===== config.mk =====
export PLATFORM = sky130hd
export DESIGN_NAME = debug_packet_deframer_flat
export DESIGN_NICKNAME = d
export VERILOG_FILES = /design/src/rtl/dpd_pkg.sv /design/src/rtl/dpd_rx_if.sv /design/src/rtl/dpd_event_if.sv /design/src/rtl/dpd_step.sv /design/src/rtl/debug_packet_deframer.sv /design/src/flat_wrapper.sv
export VERILOG_INCLUDE_DIRS = /design/src /design/src/rtl
export SDC_FILE = /design/constraint.sdc
export NUM_CORES = 1
export LEC_CHECK = 0
export BUFFER_PORTS_ARGS = -buffer_cell sky130_fd_sc_hd__buf_2
export CORE_UTILIZATION = 40
export CTS_BUF_LIST = sky130_fd_sc_hd__clkbuf_16
export DETAILED_ROUTE_END_ITERATION = 10
export SYNTH_ARGS = -nofsm -noshare
export SYNTH_HDL_FRONTEND = slang
export SYNTH_SLANG_ARGS = --single-unit

===== constraint.sdc =====
create_clock -name clk -period 3.35 [get_ports clk]
set_input_delay 0.67 -clock clk [delete_from_list [all_inputs] [get_ports clk]]
set_output_delay 0.67 -clock clk [all_outputs]
set_load 0.02 [all_outputs]

===== src/rtl/debug_packet_deframer_assert.svh =====
// ----------------------------------------------------------------------------
// debug packet deframer assertion macros
// Concurrent assertion wrappers, empty when SYNTH is defined.
// ----------------------------------------------------------------------------
`ifndef DEBUG_PACKET_DEFRAMER_ASSERT_SVH
`define DEBUG_PACKET_DEFRAMER_ASSERT_SVH

`ifndef SYNTH
// same-cycle implication
`define DPD_ASSERT_IMP(name, clk, rst, ante, cons, msg) \
  name: assert property (@(posedge clk) disable iff (rst) (ante) |-> (cons)) else $error(msg);
// next-cycle implication
`define DPD_ASSERT_NEXT(name, clk, rst, ante, cons, msg) \
  name: assert property (@(posedge clk) disable iff (rst) (ante) |=> (cons)) else $error(msg);
`else
`define DPD_ASSERT_IMP(name, clk, rst, ante, cons, msg)
`define DPD_ASSERT_NEXT(name, clk, rst, ante, cons, msg)
`endif

`endif


===== src/rtl/dpd_pkg.sv =====
// ----------------------------------------------------------------------------
// dpd_pkg
// Shared characters, event kinds and result type of the packet deframer.
// ----------------------------------------------------------------------------
`timescale 1ns / 1ps
`default_nettype none

package dpd_pkg;

  // framing characters
  localparam logic [7:0] CH_START  = 8'h24;
  localparam logic [7:0] CH_HASH   = 8'h23;
  localparam logic [7:0] CH_ESCAPE = 8'h7D;
  localparam logic [7:0] CH_ACK    = 8'h2B;
  localparam logic [7:0] CH_NAK    = 8'h2D;
  localparam logic [7:0] CH_INTR   = 8'h03;
  localparam logic [7:0] ESC_XOR   = 8'h20;
  localparam logic [7:0] RESTART_DATA = 8'h00;

  // event kinds on the output channel
  typedef enum logic [2:0] {
    EV_DATA    = 3'd0,
    EV_ACCEPT  = 3'd1,
    EV_FAIL    = 3'd2,
    EV_RESTART = 3'd3,
    EV_INTR    = 3'd4
  } dpd_kind_t;

  // one result item
  typedef struct packed {
    dpd_kind_t  kind;
    logic [7:0] data;
  } dpd_result_t;

endpackage

`default_nettype wire


===== src/rtl/dpd_rx_if.sv =====
// ----------------------------------------------------------------------------
// dpd_rx_if
// Received byte channel: valid/ready handshake with one byte per item.
// ----------------------------------------------------------------------------
`timescale 1ns / 1ps
`default_nettype none

interface dpd_rx_if;
  logic       valid;
  logic       ready;
  logic [7:0] rx_byte;

  modport source (output valid, output rx_byte, input ready);
  modport sink (input valid, input rx_byte, output ready);
endinterface

`default_nettype wire


===== src/rtl/dpd_event_if.sv =====
// ----------------------------------------------------------------------------
// dpd_event_if
// Event channel: valid/ready handshake with an event kind and a data byte.
// ----------------------------------------------------------------------------
`timescale 1ns / 1ps
`default_nettype none

interface dpd_event_if;
  logic       valid;
  logic       ready;
  logic [2:0] event_kind;
  logic [7:0] data_byte;

  modport source (output valid, output event_kind, output data_byte, input ready);
  modport sink (input valid, input event_kind, input data_byte, output ready);
endinterface

`default_nettype wire


===== src/rtl/dpd_step.sv =====
// ----------------------------------------------------------------------------
// dpd_step
// Framing state and per-byte decode: checksum, escapes and trailer check.
// ----------------------------------------------------------------------------
`timescale 1ns / 1ps
`default_nettype none
`include "debug_packet_deframer_assert.svh"

module dpd_step
  import dpd_pkg::*;
(
  input  wire logic        clk,
  input  wire logic        rst,
  input  wire logic        advance,
  input  wire logic [7:0]  rx_byte,
  output dpd_result_t      res,
  output logic             res_valid
);

  typedef enum logic [1:0] {
    PH_IDLE = 2'd0,
    PH_BODY = 2'd1,
    PH_HIGH = 2'd2,
    PH_LOW  = 2'd3
  } phase_t;

  phase_t     phase, phase_next;
  logic [7:0] running_sum, running_sum_next;
  logic       escape_pending, escape_pending_next;
  logic [3:0] high_nibble, high_nibble_next;
  logic       digit_bad, digit_bad_next;
  logic [4:0] digit;
  logic       sum_ok;

  // hex digit value, bit 4 set for a non-hex byte
  function automatic logic [4:0] hex_value(input logic [7:0] c);
    logic [7:0] d;
    begin
      d = 8'h00;
      if (c >= 8'h30 && c <= 8'h39) begin
        d = c - 8'h30;
        hex_value = {1'b0, d[3:0]};
      end else if (c >= 8'h61 && c <= 8'h66) begin
        d = c - 8'h57;
        hex_value = {1'b0, d[3:0]};
      end else if (c >= 8'h41 && c <= 8'h46) begin
        d = c - 8'h37;
        hex_value = {1'b0, d[3:0]};
      end else begin
        hex_value = 5'h10;
      end
    end
  endfunction

  assign digit  = hex_value(rx_byte);
  assign sum_ok = !digit_bad && !digit[4] && ({high_nibble, digit[3:0]} == running_sum);

  // next state and result for the byte in hand
  always_comb begin
    phase_next          = phase;
    running_sum_next    = running_sum;
    escape_pending_next = escape_pending;
    high_nibble_next    = high_nibble;
    digit_bad_next      = digit_bad;
    res_valid           = 1'b0;
    res.kind            = EV_DATA;
    res.data            = rx_byte;
    case (phase)
      PH_IDLE: begin
        if (rx_byte == CH_START) begin
          phase_next          = PH_BODY;
          running_sum_next    = 8'h00;
          escape_pending_next = 1'b0;
        end else if (rx_byte == CH_INTR) begin
          res_valid = 1'b1;
          res.kind  = EV_INTR;
          res.data  = CH_INTR;
        end
      end
      PH_BODY: begin
        if (rx_byte == CH_START) begin
          running_sum_next    = 8'h00;
          escape_pending_next = 1'b0;
          res_valid           = 1'b1;
          res.kind            = EV_RESTART;
          res.data            = RESTART_DATA;
        end else if (rx_byte == CH_HASH) begin
          escape_pending_next = 1'b0;
          phase_next          = PH_HIGH;
        end else begin
          running_sum_next = running_sum + rx_byte;
          if (escape_pending) begin
            escape_pending_next = 1'b0;
            res_valid           = 1'b1;
            res.data            = rx_byte ^ ESC_XOR;
          end else if (rx_byte == CH_ESCAPE) begin
            escape_pending_next = 1'b1;
          end else begin
            res_valid = 1'b1;
          end
        end
      end
      PH_HIGH: begin
        digit_bad_next   = digit[4];
        high_nibble_next = digit[3:0];
        phase_next       = PH_LOW;
      end
      PH_LOW: begin
        phase_next          = PH_IDLE;
        running_sum_next    = 8'h00;
        escape_pending_next = 1'b0;
        high_nibble_next    = 4'h0;
        digit_bad_next      = 1'b0;
        res_valid           = 1'b1;
        res.kind            = sum_ok ? EV_ACCEPT : EV_FAIL;
        res.data            = sum_ok ? CH_ACK : CH_NAK;
      end
      default: begin
        phase_next = PH_IDLE;
      end
    endcase
  end

  // framing state, updated once per item
  always_ff @(posedge clk) begin
    if (rst) begin
      phase          <= PH_IDLE;
      running_sum    <= 8'h00;
      escape_pending <= 1'b0;
      high_nibble    <= 4'h0;
      digit_bad      <= 1'b0;
    end else if (advance) begin
      phase          <= phase_next;
      running_sum    <= running_sum_next;
      escape_pending <= escape_pending_next;
      high_nibble    <= high_nibble_next;
      digit_bad      <= digit_bad_next;
    end
  end

  `DPD_ASSERT_IMP(a_esc_only_in_body, clk, rst, (phase != PH_BODY), (!escape_pending), "escape flag outside payload")
  `DPD_ASSERT_NEXT(a_end_clears, clk, rst, (advance && phase == PH_LOW), (phase == PH_IDLE && running_sum == 8'h00 && high_nibble == 4'h0 && !digit_bad), "state not cleared after trailer")
  `DPD_ASSERT_IMP(a_restart_in_body, clk, rst, (res_valid && res.kind == EV_RESTART), (phase == PH_BODY), "restart outside payload")

endmodule

`default_nettype wire


===== src/rtl/debug_packet_deframer.sv =====
// A byte enters the input register; a result is offered by the result register.
// Throughput: one byte per cycle while results are taken; while a result waits,
// the input register takes one more byte and then the input stalls.
// Reset (synchronous, rst high): framing returns to idle, checksum and flags
// clear, both pipeline registers empty.
// ----------------------------------------------------------------------------
// debug_packet_deframer
// Byte-stream deframer for the debug link: payload, acks and interrupts.
// ----------------------------------------------------------------------------
`timescale 1ns / 1ps
`default_nettype none
`include "debug_packet_deframer_assert.svh"

module debug_packet_deframer
  import dpd_pkg::*;
(
  input  wire logic    clk,
  input  wire logic    rst,
  dpd_rx_if.sink       rx,
  dpd_event_if.source  ev
);

  logic        s1_valid;
  logic [7:0]  s1_byte;
  logic        out_valid;
  logic [2:0]  out_kind;
  logic [7:0]  out_data;
  logic        out_free;
  logic        s1_adv;
  dpd_result_t res;
  logic        res_valid;

  // handshake: the input stage moves whenever the result register can take
  assign out_free = !out_valid || ev.ready;
  assign s1_adv   = s1_valid && out_free;
  assign rx.ready = !s1_valid || out_free;

  assign ev.valid      = out_valid;
  assign ev.event_kind = out_kind;
  assign ev.data_byte  = out_data;

  // per-byte decode and framing state
  dpd_step u_step (
    .clk       (clk),
    .rst       (rst),
    .advance   (s1_adv),
    .rx_byte   (s1_byte),
    .res       (res),
    .res_valid (res_valid)
  );

  // input and result registers
  always_ff @(posedge clk) begin
    if (rst) begin
      s1_valid  <= 1'b0;
      out_valid <= 1'b0;
    end else begin
      if (rx.ready) begin
        s1_valid <= rx.valid;
      end
      if (out_free) begin
        out_valid <= s1_adv && res_valid;
      end
    end
    if (rx.valid && rx.ready) begin
      s1_byte <= rx.rx_byte;
    end
    if (s1_adv && res_valid) begin
      out_kind <= res.kind;
      out_data <= res.data;
    end
  end

  `DPD_ASSERT_IMP(a_ack_char, clk, rst,
    (ev.valid && ev.event_kind == EV_ACCEPT), (ev.data_byte == CH_ACK),
    "accept without ack char")
  `DPD_ASSERT_IMP(a_nak_char, clk, rst,
    (ev.valid && ev.event_kind == EV_FAIL), (ev.data_byte == CH_NAK),
    "fail without nak char")
  `DPD_ASSERT_NEXT(a_item_held, clk, rst,
    (s1_valid && !out_free), (s1_valid && $stable(s1_byte)),
    "stalled item lost")

endmodule

`default_nettype wire


===== src/flat_wrapper.sv =====
// flat-port wrapper written by rule: the top's interface ports become plain ports
module debug_packet_deframer_flat import dpd_pkg::*;
  (clk, rst, rx_valid, rx_rx_byte, rx_ready, ev_valid, ev_event_kind, ev_data_byte, ev_ready);
  dpd_rx_if rx_i ();
  dpd_event_if ev_i ();
  input  wire logic clk;
  input  wire logic rst;
  input wire logic [$bits(rx_i.valid)-1:0] rx_valid;
  input wire logic [$bits(rx_i.rx_byte)-1:0] rx_rx_byte;
  output wire logic [$bits(rx_i.ready)-1:0] rx_ready;
  output wire logic [$bits(ev_i.valid)-1:0] ev_valid;
  output wire logic [$bits(ev_i.event_kind)-1:0] ev_event_kind;
  output wire logic [$bits(ev_i.data_byte)-1:0] ev_data_byte;
  input wire logic [$bits(ev_i.ready)-1:0] ev_ready;
  assign rx_i.valid = rx_valid;
  assign rx_i.rx_byte = rx_rx_byte;
  assign rx_ready = rx_i.ready;
  assign ev_valid = ev_i.valid;
  assign ev_event_kind = ev_i.event_kind;
  assign ev_data_byte = ev_i.data_byte;
  assign ev_i.ready = ev_ready;
  debug_packet_deframer u_core (.clk(clk), .rst(rst), .rx(rx_i), .ev(ev_i));
endmodule

# Yosys cells after proc, flatten, opt, wreduce, memory -nomap -nowiden
# Cells that the tools add are included.
[word_totals]
output_inout_bits = 13
reg_bits = 37
in_bits = 12
wordCells = 89
[op_classes]
add_sub_neg = 4
n_bitwise = 1
reduce_logical = 21
n_eq_ne = 12
muxes = 35
magnitude_cmp = 6
[ops]
columns = ["op", "n"]
rows = [
  ["11-bit case mux with 3 select lines", 1],
  ["8-bit two-way mux", 4],
  ["8-bit case mux with 3 select lines", 1],
  ["11-bit two-way mux", 2],
  ["8-bit by 6-bit equality test with 1-bit output (second input constant)", 2],
  ["8-bit by 7-bit greater-or-equal comparator with 1-bit output (second input constant)", 2],
  ["8-bit by 7-bit <= comparator with 1-bit output (second input constant)", 2],
  ["5-bit two-way mux", 3],
  ["6-bit two-way mux", 2],
  ["1-bit two-way mux", 11],
  ["2-bit two-way mux", 5],
  ["8-bit adder", 1],
  ["8-bit by 2-bit equality test with 1-bit output (second input constant)", 1],
  ["8-bit by 7-bit equality test with 1-bit output (second input constant)", 1],
  ["8-bit equality test", 1],
  ["8-bit by 6-bit greater-or-equal comparator with 1-bit output (second input constant)", 1],
  ["8-bit by 6-bit <= comparator with 1-bit output (second input constant)", 1],
  ["1-bit logical AND", 8],
  ["2-bit case mux with 4 select lines", 1],
  ["4-bit case mux with 2 select lines", 1],
  ["4-bit AND reduction", 2],
  ["4-bit by 3-bit subtractor with 4-bit output (second input constant)", 2],
  ["2-bit inequality test (second input constant)", 3],
  ["1-bit case mux with 3 select lines", 2],
  ["other kinds (14)", 19],
]

# Depth between registers and ports, before layout
# Gate-level depths: netlist (run 1).
[depth]
word_depth = 10
mapped_depth = 9
mapped_depth_nobuf = 8

# Modules after synthesis
# A second synthesis (run 1) with hierarchy kept.
[unflattened]
hier_cells = 217
area_unflattened_um2 = 2130.8
[modules_own_cells]
columns = ["module", "area_each_um2", "seq_area_each_um2", "n_inst", "cells_each"]
rows = [
  ["dpd_step", 1457.6, 320.3, 1, 187],
  ["debug_packet_deframer", 673.1, 610.6, 1, 30],
]

# Least setup slack after synthesis (run 1)
# OpenSTA, ideal clock, no wires.
[synth_timing]
path_kind = "register -> register"
start = "register u_core.s1_byte[0]"
end = "register u_core.out_data[2] (netlist: u_core.ev.data_byte[2]) (data pin)"
setup_ns = 0.256
required_time_ns = 3.094
path_buffers = 0
path_stages_with_launch = 9
synth_period_minus_slack_ns = 2.525
slack_ns = 0.825
t_arrival_ns = 2.269
cell_sequence = "edfxtp_1 -> inv_1 -> ha_1 -> and2_2 -> a22o_1 -> or3_2 -> a211oi_1 -> o31ai_1 -> a22o_1"
[synth_rtl]
columns = ["item", "line", "text"]
rows = [
  ["from (decl)", "debug_packet_deframer.sv:24", "logic [7:0] s1_byte;"],
  ["from (signal assigned)", "debug_packet_deframer.sv:66", "s1_byte <= rx.rx_byte;"],
  ["to (signal assigned)", "debug_packet_deframer.sv:70", "out_data <= res.data;"],
  ["to (decl)", "debug_packet_deframer.sv:27", "logic [7:0] out_data;"],
]

==> reports/qor.csv, run 1 <==
stage;metric;value;unit
drt;vias;1799;
logic_synthesis;ys_seq_elements;37;
finish;layout_commonest_cell;buf_2;
placed_design;hpwl;3629;µm
logic_synthesis;syn_nets;265;
power;powerDensity;387.3;nW/µm²
clocking;cts_sinks;37;
finish;nets;289;
timing;tns;0;ns
critical_path;worstPathRequired;3.38;ns
drt;routed_wirelength;4948;µm
logic_synthesis;synth_edf_count;19;
timing;slew_viol_final;0;
grt;overflow;0;
grt;globalRouteTotalUtil;17.91;%
clocking;cts_root_buf;clkbuf_16;
power;combPwrFrac;6.6;%
logic_synthesis;synthFlopType;edfxtp_1;
clocking;cts_tree;yes;
drt;ant_nets;0;
critical_path;crit_path_cell_trace;inv_1 > ha_1 > o21bai_1 > a211oi_1 > or3_2 > a211oi_1 > o31ai_1 > a22o_1;
logic_synthesis;synth_cells;236;
timing;fin_worst_skew;0.002319;ns
critical_path;worst-path-max-fanout;9;
clocking;htree_levels;2;
power;switchingPower;0.2194;mW
worst_hold_path;hold_path.class;reg -> reg;
critical_path;start_kind;register;
clocking;cts_resized;0;
drt;wl_per_cell;14.86;µm
clocking;ctsHoldBuffers;0;
power;internal_power;0.7816;mW
power;pwr-share-clk;43.5;%
die;die_y;77.74;µm
drt;drtPass1Iterations;4;
grt;first_global_vias;1661;
die;coreArea;5507;µm²
logic_synthesis;ys_warn_count;0;
power;swShare;21.92;%
finish;final_cell_mix;24 x buf_2, 23 x nor2_1, 19 x edfxtp_1;
critical_path;cp_slowest_cell;edfxtp_1;
power;seq_power_share;50.0;%
timing;setup_viol_count_final;0;
critical_path;cp-end-kind;register;
critical_path;crit_type;reg -> reg;
power;ir_drop;0.2037;mV
timing;slew_headroom;34.75;%
power;power;1.001;mW
finish;syn_to_final_growth;12.65;%
die;die_area;6044;µm²
critical_path;crit_arrival;2.84;ns
die;start_util;41.67;%
timing;hold_viol;0;
placed_design;io_buffers;24;
logic_synthesis;yosysUniqueCellTypes;58;
timing;tightest_slew;0.9778;ns
die;row_count;27;
grt;grt_pass1_wl;8148;µm
critical_path;crit_family;compound AO/OA/AOI/OAI gates;
timing;rsz0062_at_grt;false;
logic_synthesis;syn-mean-instance-area;9.723;µm²
critical_path;worst_path_most_repeated_cell;a211oi_1;
timing;fin_crit_sh;83.70;%
logic_synthesis;syn_area;2295;µm²
power;p_leak;0.9930;nW
drt;drt_iter0_markers;107;
clocking;postCtsSetupBuffers;0;
timing;fmax;356.7;MHz
placed_design;gp_congestion;0.8471;
job;maxCapViolations;0;
drt;avgViaCountPerCell;5.402;
clocking;clk_pin_slew;0.05;ns
drt;drc;0;
clocking;cts_made_buffers;5;
timing;post-route-min-period;2.804;ns
run_status;status;finished clean;
grt;grt_max_degree;21;
logic_synthesis;synthArstFlopShare;0;%
grt;antenna_found_initial;0;
clocking;clock_latency;0.28;ns
logic_synthesis;synth.yosys.seq_area_share;40.57;%
critical_path;worstPathBufferInverterCount;1;
die;die_w;77.74;µm
finish;antennaDiodeCount;0;
finish;drive_gt1_share;16.48;%
critical_path;slowest_delay;0.55;ns
clocking;clockBufferDepth;2;
die;pin_count;25;
==> final timing paths <==
check	startpoint	endpoint	slack, ns	cells past startpoint
max	u_core.s1_byte[0]$_DFFE_PP_	u_core.ev.data_byte[2]$_DFFE_PP_	0.55	8
min	u_core.u_step.phase[1]$_SDFFE_PP0P_	u_core.u_step.phase[1]$_SDFFE_PP0P_	0.50	2
max reg2reg	u_core.s1_byte[0]$_DFFE_PP_	u_core.ev.data_byte[2]$_DFFE_PP_	0.55	8
min reg2reg	u_core.u_step.phase[1]$_SDFFE_PP0P_	u_core.u_step.phase[1]$_SDFFE_PP0P_	0.50	2
==> worst register-to-register path: cells and delay by family, from the launching register on <==
kind | cells | cell delay (ns)
AO/OA/AOI/OAI | 5 | 1.13
flip-flops | 1 | 0.55
AND/OR/NAND/NOR | 1 | 0.46
adder cells (fa/ha/maj) | 1 | 0.25
buffers and inverters | 1 | 0.16
==> per-stage QoR <==
step	setup slack, ns	hold slack [ns]	cells	instance area [µm²]	utilization (%)
finish	0.5462	0.5018	333	2585	46.94
global route	0.3017	0.5319	333	2585	46.94
CTS	0.5566	0.5089	333	2585	46.94
detailed placement	0.5707	0.5015	325	2449	44.47
global placement	0.6868	0.4930	325	2449	44.47
floorplan	0.8249	0.4692	236	2295	-
==> cell usage after synthesis, types with 4 or more instances <==
| library cell | number | area (µm²) |
|---|---|---|
| ha_1 | 16 | 200.2 |
| nor2b_1 | 6 | 37.54 |
| nand3_1 | 8 | 40.04 |
| a22oi_1 | 9 | 67.56 |
| nor2_1 | 23 | 86.33 |
| inv_1 | 12 | 45.04 |
| xor2_1 | 4 | 35.03 |
| edfxtp_1 | 19 | 570.6 |
| a21oi_1 | 11 | 55.05 |
| nand2_1 | 16 | 60.06 |
| a211oi_1 | 4 | 30.03 |
| xnor2_1 | 8 | 70.07 |
| dfxtp_1 | 18 | 360.4 |
| o21ai_0 | 8 | 40.04 |
| nor3_1 | 11 | 55.05 |
==> cell type report <==
| cell class | count | area, µm² |
|---|---|---|
| tap | 72 | 90.09 |
| fill | 547 | 2922 |
| clock inverter | 3 | 11.26 |
| multi-input combinational | 179 | 1255 |
| sequential | 37 | 930.9 |
| inverter | 12 | 45.04 |
| clock buffer | 5 | 125.1 |
| timing repair buffer | 25 | 127.6 |
==> cell families (layout without fill, tap and decap cells) <==
group,after synthesis,count (layout),share of synthesized area (%)
adders and majority gates,17,17,9.596
and+or+nand+nor,92,92,22.79
xor gates and xnor gates,12,12,4.580
AOI/OAI and AO/OA,57,57,17.29
buffers and inverters,20,45,4.743
muxes,1,1,0.4362
DFF,37,37,40.57
==> registers in the layout (all words and copies together), names as in the netlist <==
signal	count
u_core.u_step.phase	2
u_core.ev.event_kind	3
u_core.s1_valid	1
u_core.ev.data_byte	8
u_core.u_step.running_sum	8
u_core.ev.valid	1
u_core.s1_byte	8
u_core.u_step.escape_pending	1
u_core.u_step.high_nibble	4
u_core.u_step.digit_bad	1
==> power groups by stage <==
stage	Combinational (mW)	Sequential (mW)	Clock, mW
after floorplan	0.0532	0.500	0
after global placement	0.0652	0.509	0
after detailed placement	0.0656	0.510	0
after CTS	0.0661	0.500	0.443
after global routing	0.0738	0.501	0.468
final	0.0658	0.500	0.435
==> layer usage <==
| layer | global-route usage, % | vias up | share of wire, % |
|---|---|---|---|
| met2 | 29.47 | 39 | 47 |
| met1 | 22.80 | 836 | 47 |
| met3 | 3.882 | 9 | 3.8 |
| met5 | 0 | - | 0 |
| li1 | - | 915 | - |
| met4 | 6.981 | 0 | 2.0 |
No activity file was read; power rests on OpenSTA's default activity.
==> run 2: changes to the inputs <==
==> constraint.sdc (replaced) <==
create_clock -name clk -period 2.9 [get_ports clk]
set_input_delay 0.58 -clock clk [delete_from_list [all_inputs] [get_ports clk]]
set_output_delay 0.58 -clock clk [all_outputs]
set_load 0.02 [all_outputs]
==> reports/qor.csv, run 2 (same netlist as run 1, synthesis figures left out) <==
stage;metric;value;unit
worst_hold_path;hold_path.class;in -> reg;
critical_path;worst-path-max-fanout;4;
finish;drive_gt1_share;18.66;%
timing;tns;0;ns
timing;rsz0062_at_grt;false;
clocking;clockBufferDepth;2;
grt;globalRouteTotalUtil;18.35;%
power;powerDensity;441.5;nW/µm²
die;start_util;41.67;%
finish;antennaDiodeCount;0;
die;row_count;27;
clocking;postCtsSetupBuffers;0;
worst_hold_path;holdPathStages;1;
critical_path;cp-end-kind;register;
clocking;cts_made_buffers;5;
critical_path;reg2regPathDepth;8;
clocking;ctsHoldBuffers;0;
grt;grtUsageMet1;23.58;%
timing;fin_crit_sh;90.51;%
grt;overflow;0;
timing;fmax;381.0;MHz
grt;grt_pass1_wl;8487;µm
placed_design;io_buffers;24;
grt;first_global_vias;1759;
drt;drtPass1Iterations;4;
clocking;clock_latency;0.28;ns
die;die_y;77.74;µm
finish;syn_to_final_growth;14.94;%
grt;grt_max_degree;21;
die;die_w;77.74;µm
power;p_leak;1.020;nW
drt;wl_per_cell;14.77;µm
finish;nets;296;
finish;fillers;550;
finish;final_cell_mix;24 x buf_2, 23 x nor2_1, 19 x edfxtp_1;
critical_path;crit_arrival;2.66;ns
timing;hold_viol;0;
timing;slew_viol_final;0;
grt;antenna_found_initial;0;
job;maxCapViolations;0;
critical_path;start_kind;register;
critical_path;crit_type;reg -> reg;
drt;avgViaCountPerCell;5.294;
clocking;clk_pin_slew;0.05;ns
drt;vias;1800;
die;coreArea;5507;µm²
clocking;htree_levels;2;
drt;ant_nets;0;
die;die_area;6044;µm²
placed_design;hpwl;3776;µm
drt;routed_wirelength;5022;µm
grt;met2_usage;29.38;%
finish;post-route-util;47.90;%
clocking;cts_root_buf;clkbuf_16;
clocking;cts_tree;yes;
finish;layout_commonest_cell;buf_2;
clocking;cts_resized;0;
drt;drt_iter0_markers;145;
critical_path;worstPathRequired;2.93;ns
timing;post-route-min-period;2.625;ns
placed_design;gp_congestion;0.8700;
timing;tightest_slew;0.5022;ns
die;pin_count;25;
grt;grt.met3_usage;3.647;%
power;ir_drop;0.2038;mV
timing;slew_headroom;66.52;%
timing;fin_worst_skew;0.002594;ns
grt;busiest_layer;met2;
run_status;status;finished clean;
clocking;cts_sinks;37;
timing;setup_viol_count_final;0;
drt;drc;0;
[run 2: per-layer routing]
metal	wire length [µm]	vias up	part of all wire [%]
li1	-	925	-
met1	2451	817	49
met2	2261	48	45
met3	179	10	3.6
met4	129	0	2.6
met5	0	-	0
[run 2: layout make-up]
cell class	instances	area, µm²	share of cell area [%]
clock buffers	5	125.1	4.744
clock inverters	3	11.26	0.4269
inverters	12	45.04	1.708
multi-input cells	179	1255	47.58
flip-flops and latches	37	930.9	35.29
well taps	72	90.09	3.416
repair buffers	32	180.2	6.831
[run 2: worst max-delay path: stages (launching register included)]
cell	delay, ns
edfxtp_1	0.44
inv_1	0.16
ha_1	0.26
and2_2	0.19
a22o_1	0.22
or3_2	0.40
a211oi_1	0.32
o31ai_1	0.18
a22o_1	0.22
[run 2: through the flow]
stage / hold WS (ns) / cell area, µm² / total power [mW] / instances / setup WS [ns]
final: 0.4749 / 2638 / 1.165 / 340 / 0.2753
after global routing: 0.4669 / 2638 / 1.208 / 340 / 0.1148
after CTS: 0.4688 / 2638 / 1.174 / 340 / 0.2874
after detailed placement: 0.4955 / 2501 / 0.6717 / 332 / 0.3008
after global placement: 0.4911 / 2501 / 0.6711 / 332 / 0.3466
after floorplan: 0.4692 / 2295 / 0.6394 / 236 / 0.3749
[run 2: report_power, final]
group	leakage, nW	internal, mW	switching, mW
clock network	0.0738	0.309	0.195
registers	0.318	0.558	0.0142
logic	0.629	0.0412	0.0476
[run 2: worst paths after layout]
check / endpoint / start / slack, ns
setup / recovery: u_core.ev.data_byte[2]$_DFFE_PP_ / u_core.s1_byte[0]$_DFFE_PP_ / 0.28
hold / removal: u_core.s1_byte[5]$_DFFE_PP_ / rx_rx_byte[5] / 0.47
setup reg to reg: u_core.ev.data_byte[2]$_DFFE_PP_ / u_core.s1_byte[0]$_DFFE_PP_ / 0.28
hold reg to reg: u_core.u_step.phase[1]$_SDFFE_PP0P_ / u_core.u_step.phase[1]$_SDFFE_PP0P_ / 0.50
==> run 3: changes to the inputs <==
--- a/config.mk
+++ b/config.mk
@@ -6,6 +6,7 @@
 export SDC_FILE = /design/constraint.sdc
 export NUM_CORES = 1
 export LEC_CHECK = 0
+export ABC_AREA = 1
 export BUFFER_PORTS_ARGS = -buffer_cell sky130_fd_sc_hd__buf_2
 export CORE_UTILIZATION = 40
 export CTS_BUF_LIST = sky130_fd_sc_hd__clkbuf_16
==> constraint.sdc (replaced) <==
create_clock -name clk -period 3.2 [get_ports clk]
set_input_delay 0.64 -clock clk [delete_from_list [all_inputs] [get_ports clk]]
set_output_delay 0.64 -clock clk [all_outputs]
set_load 0.02 [all_outputs]
==> reports/qor.csv, run 3 <==
stage;metric;value;unit
critical_path;slowest_delay;0.51;ns
drt;vias;1921;
critical_path;worst-path-max-fanout;8;
placed_design;hpwl;4003;µm
job;maxCapViolations;0;
drt;drtPass1Iterations;5;
grt;grt_pass1_wl;8438;µm
die;pin_count;25;
grt;globalRouteTotalUtil;18.14;%
logic_synthesis;synth_cells;288;
timing;fin_crit_sh;72.44;%
placed_design;place_ws;0.9146;ns
finish;syn_to_final_growth;15.49;%
critical_path;worst_path_most_repeated_cell;nand2_1;
timing;hold_ws;0.4682;ns
timing;fmax;431.4;MHz
critical_path;crit_arrival;2.36;ns
die;start_util;42.18;%
placed_design;gp_congestion;0.8695;
grt;first_global_vias;1716;
critical_path;crit_type;reg -> reg;
grt;overflow;0;
logic_synthesis;syn_nets;317;
critical_path;cp_slowest_cell;edfxtp_1;
logic_synthesis;yosysMostFrequentCell;nand2_1;
clocking;cts_root_buf;clkbuf_16;
drt;drt_iter0_markers;92;
finish;antennaDiodeCount;0;
critical_path;start_kind;register;
clocking;clockBufferDepth;2;
finish;nets;345;
finish;final_cell_mix;64 x nand2_1, 42 x inv_1, 29 x a21oi_1;
clocking;clk_pin_slew;0.06;ns
power;seq_power_share;45.0;%
die;die_w;78.67;µm
logic_synthesis;synth.yosys.seq_area_share;39.60;%
clocking;ctsHoldBuffers;0;
logic_synthesis;synthArstFlopShare;0;%
logic_synthesis;synth_common_cells;64 x nand2_1, 42 x inv_1, 29 x a21oi_1;
timing;fin_ws;0.8819;ns
logic_synthesis;synthFlopType;edfxtp_1;
power;pwr-share-clk;48.3;%
finish;layout_commonest_cell;nand2_1;
power;combPwrFrac;6.7;%
critical_path;crit-reg2reg-launch;u_core.s1_byte[1]$_DFFE_PP_;
critical_path;crit_start;u_core.s1_byte[1]$_DFFE_PP_;
logic_synthesis;synth_edf_count;19;
drt;ant_nets;0;
clocking;clock_latency;0.28;ns
power;power;1.152;mW
critical_path;cp-end-kind;register;
run_status;status;finished clean;
critical_path;worstPathRequired;3.24;ns
clocking;postCtsSetupBuffers;0;
grt;grt_max_degree;19;
die;die_area;6188;µm²
clocking;cts_tree;yes;
power;swShare;21.95;%
logic_synthesis;synth_area_leaders;edfxtp_1 24%, dfxtp_1 15%, nand2_1 10%, ha_1 8.5%, inv_1 6.7%;
clocking;htree_levels;2;
drt;drc;0;
clocking;cts_sinks;37;
drt;avgViaCountPerCell;4.938;
drt;routed_wirelength;5226;µm
finish;drive_gt1_share;19.87;%
timing;rsz0062_at_grt;false;
power;p_leak;1.189;nW
finish;post-route-util;48.71;%
critical_path;crit_path_cell_trace;inv_1 > ha_1 > nand2_2 > nand3_4 > nand2_4 > nand2_4 > nand2_1 > nand2_1 > nand3_1 > nor2_2 > nand3_1 > nand2_1 > nand2_1 > nand2_1 > nand2_1;
logic_synthesis;synth_top_area_cell;edfxtp_1;
logic_synthesis;syn-mean-instance-area;8.163;µm²
timing;tightest_slew;0.4756;ns
clocking;cts_resized;0;
die;coreArea;5574;µm²
power;internal_power;0.8991;mW
timing;slew_headroom;68.00;%
timing;setup_viol_count_final;0;
placed_design;io_buffers;24;
power;powerDensity;424.3;nW/µm²
timing;post-route-min-period;2.318;ns
clocking;cts_made_buffers;5;
logic_synthesis;synth_top_area_share;24.27;%
logic_synthesis;yosysUniqueCellTypes;35;
timing;hold_viol;0;
worst_hold_path;hold_path.class;reg -> reg;
logic_synthesis;syn_area;2351;µm²
timing;tns;0;ns
power;switchingPower;0.2529;mW
power;ir_drop;0.2914;mV
drt;wl_per_cell;13.43;µm
logic_synthesis;ys_warn_count;0;
die;row_count;27;
die;die_y;78.67;µm
timing;fin_worst_skew;0.006089;ns
timing;slew_viol_final;0;
logic_synthesis;ys_seq_elements;37;
grt;antenna_found_initial;0;
worst_hold_path;min_from;u_core.u_step.digit_bad$_SDFFE_PP0P_;
[run 3: cell types whose count changed in the layout (fill, tap and decap cells not counted), moves of 9 or more]
cell,delta
a21oi_1,+18
a22oi_1,-9
inv_1,+28
nand2_1,+48
nand3_1,+14
nor2_1,-9
[run 3: kinds of logic after synthesis]
group,Yosys count,synth area share [%]
AO/OA/AOI/OAI,41,10.27
XOR/XNOR,7,2.927
adder cells (fa/ha/maj),17,9.367
AND/OR/NAND/NOR,137,29.96
flip-flops,37,39.60
buffers and inverters,49,7.876
[run 3: area by class of cell]
cell class | count | area (µm²)
multi-input cells | 202 | 1235
fillers | 575 | 2859
well taps | 72 | 90.09
inverters | 46 | 173.9
clock inverters | 3 | 40.04
clock buffers | 5 | 125.1
flip-flops and latches | 37 | 930.9
repair buffers | 24 | 120.1
[run 3: power by group through the flow]
stage | clock (mW) | combinational, mW | sequential, mW
after CTS | 0.567 | 0.0768 | 0.519
after global placement | 0 | 0.0757 | 0.529
after floorplan | 0 | 0.0583 | 0.524
after global routing | 0.592 | 0.0852 | 0.520
final | 0.556 | 0.0767 | 0.519
after detailed placement | 0 | 0.0765 | 0.529
[run 3: worst max-delay path: cells and delay by family (launching register included)]
| kind | cells | cell delay [ns] |
|---|---|---|
| simple gates | 13 | 1.06 |
| flops | 1 | 0.51 |
| buf+inv | 1 | 0.25 |
| fa+ha+maj | 1 | 0.25 |
[run 3: path summary, 6_finish.rpt]
path / endpoint / slack [ns] / cells after the start
max: u_core.ev.data_byte[2]$_DFFE_PP_ / 0.88 / 15
min: u_core.u_step.digit_bad$_SDFFE_PP0P_ / 0.47 / 2
max reg2reg: u_core.ev.data_byte[2]$_DFFE_PP_ / 0.88 / 15
min reg2reg: u_core.u_step.digit_bad$_SDFFE_PP0P_ / 0.47 / 2
[run 3: metrics by stage]
stage          instance area, µm²  instances
6_report                     2715        389
5_1_grt                      2715        389
4_1_cts                      2715        389
3_5_place_dp                 2550        381
3_3_place_gp                 2550        381
2_1_floorplan                2351        288
[run 3: routing by layer]
layer  vias up  track usage [%]  wire [µm]
li1       1009                -          -
met1       839            22.65       2375
met2        58            29.57       2492
met3        15            3.605        216
met4         0            9.074        141
met5         -                0          0
